==> config.mk <==
export PLATFORM = sky130hd
export DESIGN_NAME = resp_array_command_parser_flat
export DESIGN_NICKNAME = d
export VERILOG_FILES = /design/src/rtl/rapc_pkg.sv /design/src/rtl/rapc_intf.sv /design/src/rtl/resp_array_command_parser.sv /design/src/flat_wrapper.sv
export VERILOG_INCLUDE_DIRS = /design/src /design/src/rtl
export SDC_FILE = /design/constraint.sdc
export NUM_CORES = 1
export LEC_CHECK = 0
export BUFFER_PORTS_ARGS = -buffer_cell sky130_fd_sc_hd__buf_2
export CAP_MARGIN = 20
export CORE_UTILIZATION = 40
export CTS_CLUSTER_SIZE = 28
export DETAILED_ROUTE_END_ITERATION = 16
export HOLD_SLACK_MARGIN = 0.15
export MAX_ROUTING_LAYER = met4
export PLACE_DENSITY = 0.59
export SLEW_MARGIN = 20
export SYNTH_ARGS = -nofsm -noshare
export SYNTH_HDL_FRONTEND = slang
export SYNTH_SLANG_ARGS = --single-unit
==> constraint.sdc <==
create_clock -name clk -period 10 [get_ports clk]
set_clock_uncertainty 0.2 [all_clocks]
set_input_delay 2 -clock clk [delete_from_list [all_inputs] [get_ports clk]]
set_output_delay 2 -clock clk [all_outputs]
set_load 0.1 [all_outputs]
==> src/rtl/resp_array_command_parser_defines.svh <==
// ----------------------------------------------------------------------------
// resp array command parser assertion macros
// shared assertion forms, clocked on clk and disabled while rst is high
// ----------------------------------------------------------------------------
`ifndef RESP_ARRAY_COMMAND_PARSER_DEFINES_SVH
`define RESP_ARRAY_COMMAND_PARSER_DEFINES_SVH

// same-cycle implication
`define RAPC_ASSERT_IMPL(lbl, ante, cons, msg) \
  lbl: assert property (@(posedge clk) disable iff (rst) (ante) |-> (cons)) \
    else $error(msg);

// next-cycle implication
`define RAPC_ASSERT_NEXT(lbl, ante, cons, msg) \
  lbl: assert property (@(posedge clk) disable iff (rst) (ante) |=> (cons)) \
    else $error(msg);

`endif

==> src/rtl/rapc_pkg.sv <==
// ----------------------------------------------------------------------------
// rapc_pkg
// types and constants of the resp array command parser
// ----------------------------------------------------------------------------
package rapc_pkg;

  localparam int BYTE_W    = 8;
  localparam int NUM_W     = 31;
  localparam int ACC_W     = 32;
  localparam int KIND_W    = 3;
  localparam int TRAIL_W   = 2;
  localparam int CFG_IDX_W = 1;
  localparam int OUT_DEPTH = 4;

  localparam logic [NUM_W-1:0] MAX_DEFAULT = 31'h7FFF_FFFF;

  localparam logic [BYTE_W-1:0] CHAR_STAR   = 8'h2A;
  localparam logic [BYTE_W-1:0] CHAR_DOLLAR = 8'h24;
  localparam logic [BYTE_W-1:0] CHAR_CR     = 8'h0D;
  localparam logic [BYTE_W-1:0] CHAR_LF     = 8'h0A;
  localparam logic [BYTE_W-1:0] CHAR_MINUS  = 8'h2D;
  localparam logic [BYTE_W-1:0] CHAR_ZERO   = 8'h30;
  localparam logic [BYTE_W-1:0] CHAR_NINE   = 8'h39;

  localparam logic [CFG_IDX_W-1:0] REG_MAX_ARG_COUNT   = 1'b0;
  localparam logic [CFG_IDX_W-1:0] REG_MAX_BULK_LENGTH = 1'b1;

  typedef enum logic [KIND_W-1:0] {
    KIND_PAYLOAD  = 3'd0,
    KIND_EMPTY    = 3'd1,
    KIND_COMPLETE = 3'd2,
    KIND_ERROR    = 3'd3,
    KIND_INCOMPL  = 3'd4
  } kind_t;

  typedef enum logic [8:0] {
    PH_STAR     = 9'b000000001,
    PH_COUNT    = 9'b000000010,
    PH_COUNT_CR = 9'b000000100,
    PH_DOLLAR   = 9'b000001000,
    PH_LEN      = 9'b000010000,
    PH_LEN_CR   = 9'b000100000,
    PH_PAYLOAD  = 9'b001000000,
    PH_TRAILER  = 9'b010000000,
    PH_DRAIN    = 9'b100000000
  } phase_t;

  typedef struct packed {
    kind_t              kind;
    logic [BYTE_W-1:0]  payload;
    logic [NUM_W-1:0]   arg_number;
    logic               last_of_arg;
    logic [NUM_W-1:0]   total_args;
    logic               last_of_run;
  } result_t;

endpackage

==> src/rtl/rapc_intf.sv <==
// ----------------------------------------------------------------------------
// rapc channel interfaces
// byte input, result output and register write channels
// ----------------------------------------------------------------------------
interface rapc_in_if;
  import rapc_pkg::*;
  logic              valid;
  logic              ready;
  logic [BYTE_W-1:0] in_byte;
  logic              end_of_buffer;

  modport source (output valid, output in_byte, output end_of_buffer, input ready);
  modport sink   (input valid, input in_byte, input end_of_buffer, output ready);
endinterface

interface rapc_out_if;
  import rapc_pkg::*;
  logic              valid;
  logic              ready;
  logic [KIND_W-1:0] kind;
  logic [BYTE_W-1:0] payload;
  logic [NUM_W-1:0]  arg_number;
  logic              last_of_arg;
  logic [NUM_W-1:0]  total_args;
  logic              last_of_run;

  modport source (output valid, output kind, output payload, output arg_number,
                  output last_of_arg, output total_args, output last_of_run,
                  input ready);
  modport sink   (input valid, input kind, input payload, input arg_number,
                  input last_of_arg, input total_args, input last_of_run,
                  output ready);
endinterface

interface rapc_cfg_if;
  import rapc_pkg::*;
  logic                 valid;
  logic                 ready;
  logic [CFG_IDX_W-1:0] index;
  logic [NUM_W-1:0]     data;

  modport source (output valid, output index, output data, input ready);
  modport sink   (input valid, input index, input data, output ready);
endinterface

==> src/rtl/resp_array_command_parser.sv <==
// ----------------------------------------------------------------------------
// resp_array_command_parser
// byte-wide parser for a resp array of bulk strings
// ----------------------------------------------------------------------------
//  channel | dir | payload                               | accepted when
//  req     | in  | in_byte, end_of_buffer                | valid && ready
//  rsp     | out | kind, payload, arg_number,            | valid && ready
//          |     | last_of_arg, total_args, last_of_run  |
//  cfg     | in  | index, data                           | valid && ready
//
//  one byte is taken per req.ready cycle; state update and results are formed in
//  the same cycle and written into a small result queue (OUT_DEPTH items)
//  a byte may give two results, but a ready output drains the queue at one
//  item per cycle and req.ready drops while more than OUT_DEPTH-2 are queued
//  rst is synchronous and active high and clears all control state
//  cfg.ready is always high; the block does not check it: registers must be written only while the parser is idle
// ----------------------------------------------------------------------------
module resp_array_command_parser #(
  parameter int OUT_DEPTH = rapc_pkg::OUT_DEPTH
) (
  input  logic       clk,
  input  logic       rst,
  rapc_in_if.sink    req,
  rapc_out_if.source rsp,
  rapc_cfg_if.sink   cfg
);
  import rapc_pkg::*;

  localparam int PTR_W = (OUT_DEPTH > 1) ? $clog2(OUT_DEPTH) : 1;
  localparam int QCNT_W = $clog2(OUT_DEPTH + 1);
  localparam logic [PTR_W-1:0]  PTR_LAST = PTR_W'(OUT_DEPTH - 1);
  localparam logic [QCNT_W-1:0] ROOM_LIM = QCNT_W'(OUT_DEPTH - 2);

  // configuration registers
  logic [NUM_W-1:0] max_arg_count;
  logic [NUM_W-1:0] max_bulk_length;

  // parser state
  phase_t             phase, phase_next;
  logic [ACC_W-1:0]   number_accum, number_accum_next;
  logic               number_negative, number_negative_next;
  logic               digits_seen, digits_seen_next;
  logic               ignore_rest, ignore_rest_next;
  logic [NUM_W-1:0]   arg_total, arg_total_next;
  logic [NUM_W-1:0]   arg_current, arg_current_next;
  logic [NUM_W-1:0]   bytes_remaining, bytes_remaining_next;
  logic [TRAIL_W-1:0] trailer_left, trailer_left_next;

  // result queue
  result_t            queue [OUT_DEPTH];
  logic [PTR_W-1:0]   wr_ptr, rd_ptr;
  logic [QCNT_W-1:0]  count;
  logic [PTR_W-1:0]   wr_ptr_1;

  logic               accept, pop;
  logic [BYTE_W-1:0]  b;
  logic               is_digit;
  logic [3:0]         digit;
  logic [34:0]        num_value, num_limit;
  logic [NUM_W-1:0]   br_dec, ac_inc;
  logic [TRAIL_W-1:0] tl_dec;
  logic               err, finished, main_v, inc_v;
  result_t            main_res, item_a, item_b;
  logic [1:0]         n_res;

  function automatic logic [PTR_W-1:0] ptr_inc(input logic [PTR_W-1:0] p);
    return (p == PTR_LAST) ? '0 : p + 1'b1;
  endfunction

  assign accept    = req.valid && req.ready;
  assign pop       = rsp.valid && rsp.ready;
  assign req.ready = (count <= ROOM_LIM);
  assign cfg.ready = 1'b1;

  assign b         = req.in_byte;
  assign is_digit  = (b >= CHAR_ZERO) && (b <= CHAR_NINE);
  assign digit     = 4'(b - CHAR_ZERO);
  // accum * 10 + digit, kept wide enough to see overflow
  assign num_value = {number_accum, 3'b000} + {2'b00, number_accum, 1'b0} + {31'd0, digit};
  assign num_limit = number_negative ? 35'h0_8000_0000 : 35'h0_7FFF_FFFF;
  assign br_dec    = bytes_remaining - 1'b1;
  assign tl_dec    = trailer_left - 1'b1;
  assign ac_inc    = arg_current + 1'b1;

  always_comb begin
    phase_next           = phase;
    number_accum_next    = number_accum;
    number_negative_next = number_negative;
    digits_seen_next     = digits_seen;
    ignore_rest_next     = ignore_rest;
    arg_total_next       = arg_total;
    arg_current_next     = arg_current;
    bytes_remaining_next = bytes_remaining;
    trailer_left_next    = trailer_left;
    err                  = 1'b0;
    finished             = 1'b0;
    main_v               = 1'b0;
    main_res             = '0;
    main_res.kind        = KIND_PAYLOAD;

    unique case (phase)
      PH_STAR: begin
        if (b == CHAR_STAR) begin
          number_accum_next    = '0;
          number_negative_next = 1'b0;
          digits_seen_next     = 1'b0;
          ignore_rest_next     = 1'b0;
          phase_next           = PH_COUNT;
        end else begin
          err = 1'b1;
        end
      end
      PH_COUNT, PH_LEN: begin
        if (b == CHAR_CR) begin
          phase_next = (phase == PH_COUNT) ? PH_COUNT_CR : PH_LEN_CR;
        end else if (ignore_rest) begin
          phase_next = phase;
        end else if (is_digit) begin
          if (num_value > num_limit) begin
            err = 1'b1;
          end else begin
            number_accum_next = num_value[ACC_W-1:0];
            digits_seen_next  = 1'b1;
          end
        end else if (b == CHAR_MINUS && !digits_seen && !number_negative) begin
          number_negative_next = 1'b1;
        end else if (digits_seen) begin
          // trailing junk after digits is skipped up to cr
          ignore_rest_next = 1'b1;
        end else begin
          err = 1'b1;
        end
      end
      PH_COUNT_CR: begin
        if (b != CHAR_LF || !digits_seen) begin
          err = 1'b1;
        end else if (number_negative || number_accum == '0) begin
          main_v        = 1'b1;
          main_res.kind = KIND_COMPLETE;
          finished      = 1'b1;
        end else if (number_accum > {1'b0, max_arg_count}) begin
          err = 1'b1;
        end else begin
          arg_total_next   = number_accum[NUM_W-1:0];
          arg_current_next = '0;
          phase_next       = PH_DOLLAR;
        end
      end
      PH_DOLLAR: begin
        if (b == CHAR_DOLLAR) begin
          number_accum_next    = '0;
          number_negative_next = 1'b0;
          digits_seen_next     = 1'b0;
          ignore_rest_next     = 1'b0;
          phase_next           = PH_LEN;
        end else begin
          err = 1'b1;
        end
      end
      PH_LEN_CR: begin
        if (b != CHAR_LF || !digits_seen) begin
          err = 1'b1;
        end else if (number_negative && number_accum != '0) begin
          err = 1'b1;
        end else if (number_accum > {1'b0, max_bulk_length}) begin
          err = 1'b1;
        end else if (number_accum == '0) begin
          main_v              = 1'b1;
          main_res.kind       = KIND_EMPTY;
          main_res.arg_number = arg_current;
          trailer_left_next   = 2'd2;
          phase_next          = PH_TRAILER;
        end else begin
          bytes_remaining_next = number_accum[NUM_W-1:0];
          phase_next           = PH_PAYLOAD;
        end
      end
      PH_PAYLOAD: begin
        bytes_remaining_next = br_dec;
        main_v               = 1'b1;
        main_res.kind        = KIND_PAYLOAD;
        main_res.payload     = b;
        main_res.arg_number  = arg_current;
        main_res.last_of_arg = (br_dec == '0);
        if (br_dec == '0) begin
          trailer_left_next = 2'd2;
          phase_next        = PH_TRAILER;
        end
      end
      PH_TRAILER: begin
        // the two bytes after a payload or an empty argument are skipped unchecked
        trailer_left_next = tl_dec;
        if (tl_dec == '0) begin
          arg_current_next = ac_inc;
          if (ac_inc == arg_total) begin
            main_v              = 1'b1;
            main_res.kind       = KIND_COMPLETE;
            main_res.total_args = arg_total;
            finished            = 1'b1;
          end else begin
            phase_next = PH_DOLLAR;
          end
        end
      end
      PH_DRAIN: begin
        finished = 1'b1;
      end
      default: begin
        finished = 1'b1;
      end
    endcase

    if (err) begin
      main_v        = 1'b1;
      main_res      = '0;
      main_res.kind = KIND_ERROR;
      finished      = 1'b1;
    end
    if (finished) begin
      phase_next = PH_DRAIN;
    end

    inc_v = req.end_of_buffer && !finished;
    if (req.end_of_buffer) begin
      phase_next           = PH_STAR;
      number_accum_next    = '0;
      number_negative_next = 1'b0;
      digits_seen_next     = 1'b0;
      ignore_rest_next     = 1'b0;
      arg_total_next       = '0;
      arg_current_next     = '0;
      bytes_remaining_next = '0;
      trailer_left_next    = '0;
    end
  end

  // order results: main or error first, incomplete last
  always_comb begin
    item_b             = '0;
    item_b.kind        = KIND_INCOMPL;
    item_b.last_of_run = 1'b1;
    if (main_v) begin
      item_a             = main_res;
      item_a.last_of_run = !inc_v;
      n_res              = inc_v ? 2'd2 : 2'd1;
    end else begin
      item_a = item_b;
      n_res  = inc_v ? 2'd1 : 2'd0;
    end
  end

  assign wr_ptr_1 = ptr_inc(wr_ptr);

  always_ff @(posedge clk) begin
    if (rst) begin
      phase           <= PH_STAR;
      number_accum    <= '0;
      number_negative <= 1'b0;
      digits_seen     <= 1'b0;
      ignore_rest     <= 1'b0;
      arg_total       <= '0;
      arg_current     <= '0;
      bytes_remaining <= '0;
      trailer_left    <= '0;
    end else if (accept) begin
      phase           <= phase_next;
      number_accum    <= number_accum_next;
      number_negative <= number_negative_next;
      digits_seen     <= digits_seen_next;
      ignore_rest     <= ignore_rest_next;
      arg_total       <= arg_total_next;
      arg_current     <= arg_current_next;
      bytes_remaining <= bytes_remaining_next;
      trailer_left    <= trailer_left_next;
    end
  end

  always_ff @(posedge clk) begin
    if (rst) begin
      max_arg_count   <= MAX_DEFAULT;
      max_bulk_length <= MAX_DEFAULT;
    end else if (cfg.valid && cfg.ready) begin
      unique case (cfg.index)
        REG_MAX_ARG_COUNT:   max_arg_count   <= cfg.data;
        REG_MAX_BULK_LENGTH: max_bulk_length <= cfg.data;
        default: begin
          max_arg_count <= max_arg_count;
        end
      endcase
    end
  end

  always_ff @(posedge clk) begin
    if (rst) begin
      wr_ptr <= '0;
      rd_ptr <= '0;
      count  <= '0;
    end else begin
      if (accept) begin
        if (n_res == 2'd2) begin
          wr_ptr <= ptr_inc(wr_ptr_1);
        end else if (n_res == 2'd1) begin
          wr_ptr <= wr_ptr_1;
        end
      end
      if (pop) begin
        rd_ptr <= ptr_inc(rd_ptr);
      end
      count <= count + (accept ? QCNT_W'(n_res) : '0) - QCNT_W'(pop);
    end
  end

  always_ff @(posedge clk) begin
    if (accept && n_res != 2'd0) begin
      queue[wr_ptr] <= item_a;
    end
    if (accept && n_res == 2'd2) begin
      queue[wr_ptr_1] <= item_b;
    end
  end

  assign rsp.valid       = (count != '0);
  assign rsp.kind        = queue[rd_ptr].kind;
  assign rsp.payload     = queue[rd_ptr].payload;
  assign rsp.arg_number  = queue[rd_ptr].arg_number;
  assign rsp.last_of_arg = queue[rd_ptr].last_of_arg;
  assign rsp.total_args  = queue[rd_ptr].total_args;
  assign rsp.last_of_run = queue[rd_ptr].last_of_run;

`include "resp_array_command_parser_defines.svh"

  `RAPC_ASSERT_IMPL(a_queue_bound, 1'b1, count <= QCNT_W'(OUT_DEPTH), "result queue overflow")
  `RAPC_ASSERT_NEXT(a_eob_restart, accept && req.end_of_buffer, phase == PH_STAR, "no restart after end of buffer")
  `RAPC_ASSERT_NEXT(a_drain_silent, accept && phase == PH_DRAIN && !req.end_of_buffer, count == $past(count) - QCNT_W'($past(pop)), "item gave a result while draining")
  `RAPC_ASSERT_IMPL(a_arg_in_range, phase == PH_DOLLAR || phase == PH_LEN || phase == PH_PAYLOAD, arg_current < arg_total, "argument index past count")

endmodule

==> src/flat_wrapper.sv <==
// flat-port wrapper written by rule: the top's interface ports become plain ports
module resp_array_command_parser_flat import rapc_pkg::*;
#(
  parameter int OUT_DEPTH = rapc_pkg::OUT_DEPTH
)
  (clk, rst, req_valid, req_in_byte, req_end_of_buffer, req_ready, rsp_valid, rsp_kind, rsp_payload, rsp_arg_number, rsp_last_of_arg, rsp_total_args, rsp_last_of_run, rsp_ready, cfg_valid, cfg_index, cfg_data, cfg_ready);
  rapc_in_if req_i ();
  rapc_out_if rsp_i ();
  rapc_cfg_if cfg_i ();
  input  logic clk;
  input  logic rst;
  input wire logic [$bits(req_i.valid)-1:0] req_valid;
  input wire logic [$bits(req_i.in_byte)-1:0] req_in_byte;
  input wire logic [$bits(req_i.end_of_buffer)-1:0] req_end_of_buffer;
  output wire logic [$bits(req_i.ready)-1:0] req_ready;
  output wire logic [$bits(rsp_i.valid)-1:0] rsp_valid;
  output wire logic [$bits(rsp_i.kind)-1:0] rsp_kind;
  output wire logic [$bits(rsp_i.payload)-1:0] rsp_payload;
  output wire logic [$bits(rsp_i.arg_number)-1:0] rsp_arg_number;
  output wire logic [$bits(rsp_i.last_of_arg)-1:0] rsp_last_of_arg;
  output wire logic [$bits(rsp_i.total_args)-1:0] rsp_total_args;
  output wire logic [$bits(rsp_i.last_of_run)-1:0] rsp_last_of_run;
  input wire logic [$bits(rsp_i.ready)-1:0] rsp_ready;
  input wire logic [$bits(cfg_i.valid)-1:0] cfg_valid;
  input wire logic [$bits(cfg_i.index)-1:0] cfg_index;
  input wire logic [$bits(cfg_i.data)-1:0] cfg_data;
  output wire logic [$bits(cfg_i.ready)-1:0] cfg_ready;
  assign req_i.valid = req_valid;
  assign req_i.in_byte = req_in_byte;
  assign req_i.end_of_buffer = req_end_of_buffer;
  assign req_ready = req_i.ready;
  assign rsp_valid = rsp_i.valid;
  assign rsp_kind = rsp_i.kind;
  assign rsp_payload = rsp_i.payload;
  assign rsp_arg_number = rsp_i.arg_number;
  assign rsp_last_of_arg = rsp_i.last_of_arg;
  assign rsp_total_args = rsp_i.total_args;
  assign rsp_last_of_run = rsp_i.last_of_run;
  assign rsp_i.ready = rsp_ready;
  assign cfg_i.valid = cfg_valid;
  assign cfg_i.index = cfg_index;
  assign cfg_i.data = cfg_data;
  assign cfg_ready = cfg_i.ready;
  resp_array_command_parser #(.OUT_DEPTH(OUT_DEPTH)) u_core (.clk(clk), .rst(rst), .req(req_i), .rsp(rsp_i), .cfg(cfg_i));
endmodule
Yosys cells after proc, flatten, opt, wreduce, memory -nomap -nowiden

Memory sizes are Yosys's and may differ from the RTL's. A register that Yosys moved wholly into a read port is not among the register bits.
Index checks and enable logic that the tools add are counted.

Reductions and logical operators: 41
Eq/ne operators: 52
$add $sub $neg: 11
Order comparisons: 6
Multiplexer cells: 134
Bitwise gates (word level): 1

Operators with widths:

| cell                    | count |
|---|---|
| $mux W31                | 22 |
| $mux W32                | 8 |
| $pmux W31 S2            | 3 |
| $mux W75                | 2 |
| $mux W9                 | 14 |
| $pmux W32 S3            | 1 |
| $gt A32 B31 Y1          | 2 |
| $pmux W9 S7             | 1 |
| $mux W1                 | 49 |
| $mux W2                 | 18 |
| $add A35 B33 Y35        | 1 |
| $add A35 B4 Y35         | 1 |
| $gt A35 B35 Y1          | 1 |
| $ne A3 B3 Y1 const B    | 11 |
| $logic_not A32 Y1       | 1 |
| $reduce_bool A32 Y1     | 1 |
| $add A31 B1 Y31 const B | 1 |
| $eq A31 B31 Y1          | 1 |
| $logic_not A31 Y1       | 1 |
| $sub A31 B1 Y31 const B | 1 |
| $ne A4 B3 Y1 const B    | 7 |
| $eq A8 B6 Y1 const B    | 3 |
| $ne A3 B2 Y1 const B    | 7 |
| $ne A4 B2 Y1 const B    | 5 |
| other kinds (46)        | 83 |

Logic and storage cells: 260
Memories: 1
Output and inout port bits: 78
RAM bits: 300
Input port bits: 46
Register bits after elaboration: 208

Memories:

| memory       | depth | width | rd ports | clocked after memory_dff | wr ports | line                            | text |
|---|---|---|---|---|---|---|---|
| u_core.queue | 4     | 75    | 1        | 1                        | 2        | resp_array_command_parser.sv:50 | `result_t queue [OUT_DEPTH];` |

Depth between registers and ports, before layout

Gate-level depths: netlist (run 1).

Depth in word-level cells: 17
Gate-level depth with buffers: 34
Mapped depth without buffers: 31

Worst setup path before layout (run 1)

No wires, ideal clock.

Path type: input -> register
From: input req_in_byte[3]
To: memory u_core.queue[2][10] (netlist name)
Setup time: 0.070 ns
Slack: 1.272 ns
Cell stages on the path: 33
Data required time: 9.730 ns
Buffers on the path: 4
Arrival time: 8.457 ns
Cells stage by stage: fa_1 -> fa_1 -> a211oi_1 -> o211ai_1 -> a2111oi_0 -> nor2_1 -> a211o_1 -> a21o_1 -> a21o_1 -> a21o_1 -> a21oi_1 -> xnor2_1 -> ha_1 -> a21oi_1 -> nor2b_1 -> o21ai_0 -> nand2_1 -> a2111oi_0 -> o221ai_1 -> o221ai_1 -> a41o_1 -> nand3_1 -> or3_1 -> clkbuf_1 -> inv_1 -> ha_1 -> nor2_1 -> clkbuf_1 -> nand2_1 -> clkbuf_1 -> clkbuf_1 -> nand2_1 -> a21oi_1

RTL lines:

| what        | line                            | text |
|---|---|---|
| from (decl) | flat_wrapper.sv:13              | `input wire logic [$bits(req_i.in_byte)-1:0] req_in_byte;` |
| to (decl)   | resp_array_command_parser.sv:50 |  |

==> results of run 1 <==
## worst min-delay path, cell delays in order (launching register included)
cell and delay (ps):
dfxtp_1 310, nand2_1 50, a21oi_1 50
## synth_stat cells, drive strengths merged (46+ instances only)
cell and n:
clkbuf 215, nor2 162, inv 103, a211o 69, buf 54, o21ai 107
and2 46, ha 175, nand4 49, dfxtp 510, and3 51, a21oi 475
nand3 231, mux4 75, xnor2 55, nor3 46, nand2 546
## cell families (layout without fill, tap and decap cells)
family,after synthesis,count (layout)
compound gates,853,853
fa+ha+maj,178,178
xor+xnor,93,93
flops,510,510
mux,77,77
buf+inv,372,380
simple gates,1272,1272
other cells,1,2
## state kept, by name, summed over array words and instances, names as in the netlist, 2 cells and up, named ones only
signal,flops
u_core.queue,300
u_core.number_accum,32
u_core.arg_current,31
u_core.arg_total,31
u_core.bytes_remaining,31
u_core.max_arg_count,31
u_core.max_bulk_length,31
u_core.phase,9
u_core.count,3
u_core.rd_ptr,2
u_core.trailer_left,2
u_core.wr_ptr,2
## through the flow
stage,area (µm²),hold WS [ps],std cells,total power [µW]
floorplan,27600,229,3356,2780
global placement,28900,236,4133,3060
detailed placement,28900,241,4133,3060
CTS,30900,249,4237,5310
global route,30900,264,4238,5470
finish,30900,248,4238,5270
## power breakdown
part	internal [µW]	switching (µW)
combinational	251	597
clock	1340	911
sequential	2090	73.6
total	3680	1580
## worst max path at each step
stage | start | endpoint | slack, ps | cells after the start
after global placement | req_in_byte[3] | u_core.queue[0][46]$_SDFFE_PP0P_ | 560 | 32
final | req_in_byte[3] | u_core.queue[0][66]$_SDFFE_PP0P_ | 1000 | 32
after detailed placement | req_in_byte[3] | u_core.queue[0][54]$_SDFFE_PP0P_ | 380 | 32
after global routing | req_in_byte[3] | u_core.queue[0][41]$_SDFFE_PP0P_ | 500 | 32
after CTS | req_in_byte[3] | u_core.queue[0][66]$_SDFFE_PP0P_ | 1020 | 32
after floorplan | req_in_byte[3] | u_core.queue[2][10]$_SDFFE_PP0P_ | 1270 | 33
## layer usage
| metal | up-vias | share of wire | wire length, µm | global-route usage |
|---|---|---|---|---|
| li1 | 11922 | - | - | - |
| met1 | 11860 | 0.45 | 38800 | 0.331 |
| met2 | 686 | 0.47 | 40400 | 0.401 |
| met3 | 127 | 0.058 | 4990 | 0.0354 |
| met4 | 0 | 0.025 | 2180 | 0.0706 |
| met5 | - | 0 | 0 | - |
## area by class of cell
cell class,count,area [µm²]
diodes,1,2.50
clock buffers,80,1700
clock inverters,24,320
fillers,6663,36800
inverters,103,387
multi-input cells,2474,16100
flip-flops and latches,510,10200
well taps,873,1090
repair buffers,173,1150
==> impl_metrics.ini, run 1 <==
[placed_design]
place.port_buffers = 122
hpwl_reported_at_the_end_of_detailed_placement_um = 56400
gp_routability_congestion = 0.944
place_ws_ps = 383

[worst_setup_path]
crit_path_start_kind = input pin
critPathArrivalTime_ps = 9350
crit_buf_inv = 4
end_kind = register
cp.required_ps = 10340
worst_path_largest_cell_delay_ps = 540
timing.critical_path.fanout_max = 40
cp_slowest_cell = fa_1
family_with_the_most_delay_on_the_worst_path = compound AO/OA/AOI/OAI gates
critPathKind = input pin to register
reg2reg_setup_slack_ps = 1930
worstReg2RegStart = u_core.number_accum[0]$_SDFFE_PP0P_
crit-reg2reg-capture = u_core.queue[0][66]$_SDFFE_PP0P_
r2r.worst_path.cells = 31

[floorplan]
fp-row-count = 95
boundaryPins = 124
floorplan.core_area_um2 = 67800
die_h_um = 265
initial_util = 0.408
floorplan.die.width_um = 265
floorplan.die_area_um2 = 70100

[cells_and_area]
layout_common_cells = 542 x nand2_1, 508 x dfxtp_1, 474 x a21oi_1, 231 x nand3_1, 175 x ha_1
final_nets = 3543
final_util = 0.456
synthToLayoutAreaGrowth_pct = 11.9
mostFrequentLayoutCell = nand2_1
final_layout_size_suffix_gt1_frac = 0.118

[route]
detail-route-antenna-nets = 0
detail_route.first_pass.iterations = 5
remaining_design_rule_violation_count = 0
detail_route.wl_per_cell_um = 20.4
initialDrtViolationCount = 2267
route.detailed.vias_per_inst = 5.80
vias = 24595
totalWireLength_um = 86400

[power]
cellPowerDensity_nw_per_um2 = 170
ir_drop_mv = 0.124
cell_leakage_power_uw = 0.0126

[synth]
yosysWarnings = 0
synth_flop_cell = dfxtp_1
yosys.area.top_type = dfxtp_1
synth-xor-area-share = 0.0295
synthSimpleGateAreaFrac = 0.218
postSynth.asyncResetShare = 0
synth.cell_area_um2 = 27600
netlist_top_cells_area = dfxtp_1 37%, a21oi_1 8.6%, ha_1 7.9%
synth.yosys.seq_area_share = 0.370
postSynthNetCount = 3580
synthAdderAreaFrac = 0.0814
postSynthCellCount = 3356
post-synth-top-area-fraction = 0.370
yosys-mux-area-fraction = 0.0619
yosys_register_bits = 510
yosysUniqueCellTypes = 86
synth_top_family_by_area = simple AND/OR/NAND/NOR gates
synth_compound_gate_area_share = 0.188
number_of_enable_type_register_cells_in_the_synthesized_netlist = 0
synth.avg_cell_area_um2 = 8.23

[sta]
fmaxAchievable_mhz = 111
finalSetupViolCount = 0
max_slew_margin = 0.252
hold_viol = 0
final.setup.worst_slack_ps = 996
worst_pin_slew_ps = 1090
rsz0062_at_grt = no
timing.final.crit_period_ps = 9000
layout_worst_path_cycle_share = 0.900
totalNegativeSetupSlack_ps = 0
report.final.slew_viol_count = 0

[worst_hold_path]
hold_path_startpoint = u_core.queue[2][17]$_SDFFE_PP0P_
worstHoldEndpoint = u_core.queue[2][17]$_SDFFE_PP0P_
hold_path_class = register to register
min_path_cells = 2

[cts]
post_cts_resize_count = 0
cts_num_sinks = 510
cts_tree = done
cts_root_buffer = clkbuf_16
clkSlewWorstSetupHoldPaths_ps = 60
ctsHtreeMaxLevel = 2
ctsLongestPathBuffers = 3
number_of_cts_inserted_buffers = 57
number_of_buffers_inserted_by_post_cts_setup_repair = 0
clkLatencyLatePin_ps = 640
postCtsHoldBufs = 0

[outcome]
outcome = finished, final reports clean

[job]
timing.max_cap.violations = 0

[global_routing]
globalRoute.totalOverflow = 0
grt_max_degree = 95
grt_antenna_before_repair = 2
global_route_wire_length_before_repair_um = 137000
grt_pass1_vias = 23397
track_usage = 0.251
No activity file was read; power rests on OpenSTA's default activity.
==> inputs of run 2 (changes only) <==
--- a/config.mk
+++ b/config.mk
@@ -9,6 +9,7 @@
 export BUFFER_PORTS_ARGS = -buffer_cell sky130_fd_sc_hd__buf_2
 export CAP_MARGIN = 20
 export CORE_UTILIZATION = 40
+export CTS_BUF_LIST = sky130_fd_sc_hd__clkbuf_2 sky130_fd_sc_hd__clkbuf_4 sky130_fd_sc_hd__clkbuf_8
 export CTS_CLUSTER_SIZE = 28
 export DETAILED_ROUTE_END_ITERATION = 16
 export HOLD_SLACK_MARGIN = 0.15
==> impl_metrics.ini, run 2 (synthesis results as in run 1) <==
[outcome]
outcome = finished, final reports clean

[floorplan]
floorplan.die.width_um = 265
boundaryPins = 124
floorplan.die_area_um2 = 70100
initial_util = 0.408
die_h_um = 265
floorplan.core_area_um2 = 67800
fp-row-count = 95

[worst_setup_path]
timing.critical_path.fanout_max = 40
end_kind = register
crit_path_start_kind = input pin
cp.required_ps = 10410
critPathArrivalTime_ps = 9350
cp_slowest_cell = fa_1
critPathKind = input pin to register
worst_path_largest_cell_delay_ps = 540

[sta]
report.final.slew_viol_count = 0
hold_viol = 0
layout_worst_path_cycle_share = 0.894
worst_pin_slew_ps = 1100
hold_slack_ps = 249
finalSetupViolCount = 0
timing.final.crit_period_ps = 8940
rsz0062_at_grt = no
max_slew_margin = 0.256
totalNegativeSetupSlack_ps = 0
fmaxAchievable_mhz = 112

[cells_and_area]
mostFrequentLayoutCell = nand2_1
final_util = 0.456
nFillCells = 6686
layout.area.seq_um2 = 10200
registers.top_by_ff_count = u_core.queue
final_nets = 3576
stdcell_area_um2 = 30900
layout_common_cells = 542 x nand2_1, 508 x dfxtp_1, 474 x a21oi_1, 231 x nand3_1, 175 x ha_1
final_layout_size_suffix_gt1_frac = 0.133
largest_register_ffs = 300
synthToLayoutAreaGrowth_pct = 11.7
reg_top3 = u_core.queue (300), u_core.number_accum (32)
area_of_the_multi_input_gates_um2 = 16100

[cts]
cts_root_buffer = clkbuf_8
post_cts_resize_count = 0
ctsHtreeMaxLevel = 3
ctsLongestPathBuffers = 3
number_of_buffers_inserted_by_post_cts_setup_repair = 0
number_of_cts_inserted_buffers = 90
cts_num_sinks = 510
postCtsHoldBufs = 0
clkLatencyLatePin_ps = 700
cts_tree = done
clkSlewWorstSetupHoldPaths_ps = 60

[placed_design]
placed_area_um2 = 28900
gp_routability_congestion = 0.944
place.port_buffers = 122
hpwl_reported_at_the_end_of_detailed_placement_um = 56400

[global_routing]
global_route_wire_length_before_repair_um = 137000
grt_pass1_vias = 23718
grt_antenna_before_repair = 5
globalRoute.totalOverflow = 0
track_usage = 0.253
grt_max_degree = 95

[route]
initialDrtViolationCount = 2189
detail_route.first_pass.iterations = 5
remaining_design_rule_violation_count = 0
detail-route-antenna-nets = 0
vias = 24842
route.detailed.vias_per_inst = 5.79
totalWireLength_um = 86900
detail_route.wl_per_cell_um = 20.2

[worst_hold_path]
hold_path_class = register to register

[power]
design_power_total_uw = 5130
cell_leakage_power_uw = 0.0127
ir_drop_mv = 0.104
cellPowerDensity_nw_per_um2 = 166

[job]
timing.max_cap.violations = 0
[run 2: changes by cell type in the layout (fill, tap and decap cells not counted), sizes merged]
cell,previous run,this run
clkbuf,80,139
clkinvlp,5,0
clkinv,12,8
inv,104,108
bufinv,6,3
diode,1,3
[run 2: worst paths after layout]
path	endpoint	start	depth (start not counted)	slack [ps]
max reg2reg	u_core.queue[0][70]$_SDFFE_PP0P_	u_core.number_accum[0]$_SDFFE_PP0P_	31	1960
min reg2reg	u_core.queue[0][26]$_SDFFE_PP0P_	u_core.queue[0][26]$_SDFFE_PP0P_	2	250
max	u_core.queue[0][70]$_SDFFE_PP0P_	req_in_byte[3]	32	1060
min	u_core.queue[0][26]$_SDFFE_PP0P_	u_core.queue[0][26]$_SDFFE_PP0P_	2	250
[run 2: final cells by class]
class | count | area share
Antenna cell | 3 | 0.000243
Clock buffer | 139 | 0.0573
Clock inverter | 16 | 0.00616
Inverter | 103 | 0.0125
Multi-Input combinational cell | 2474 | 0.520
Sequential cell | 510 | 0.331
Tap cell | 873 | 0.0354
Timing Repair Buffer | 173 | 0.0372
[run 2: stage by stage]
step / setup slack (ps) / instances
global placement: 558 / 4133
global route: 563 / 4291
CTS: 1100 / 4288
finish: 1060 / 4291
detailed placement: 383 / 4133
floorplan: 1270 / 3356
[run 2: critical path: cells and delay by family]
kind / cells / cell delay, ps
AO/OA/AOI/OAI: 15 / 3500
adder cells (fa/ha/maj): 4 / 1490
AND/OR/NAND/NOR: 8 / 1280
buffers and inverters: 4 / 890
XOR/XNOR: 1 / 170
[run 2: layer usage]
layer | up-vias | wire length, µm | GRT usage
met4 | 0 | 2450 | 0.0895
met1 | 11942 | 38800 | 0.330
met3 | 152 | 5210 | 0.0390
li1 | 11991 | - | -
met2 | 757 | 40400 | 0.397
met5 | - | 0 | -
[run 2: report_power, final]
group          internal (µW)  switching, µW  leakage [µW]
Sequential              2100           74.0       0.00413
Clock                   1200            908       0.00104
Combinational            251            598       0.00750
Total                   3550           1580        0.0127
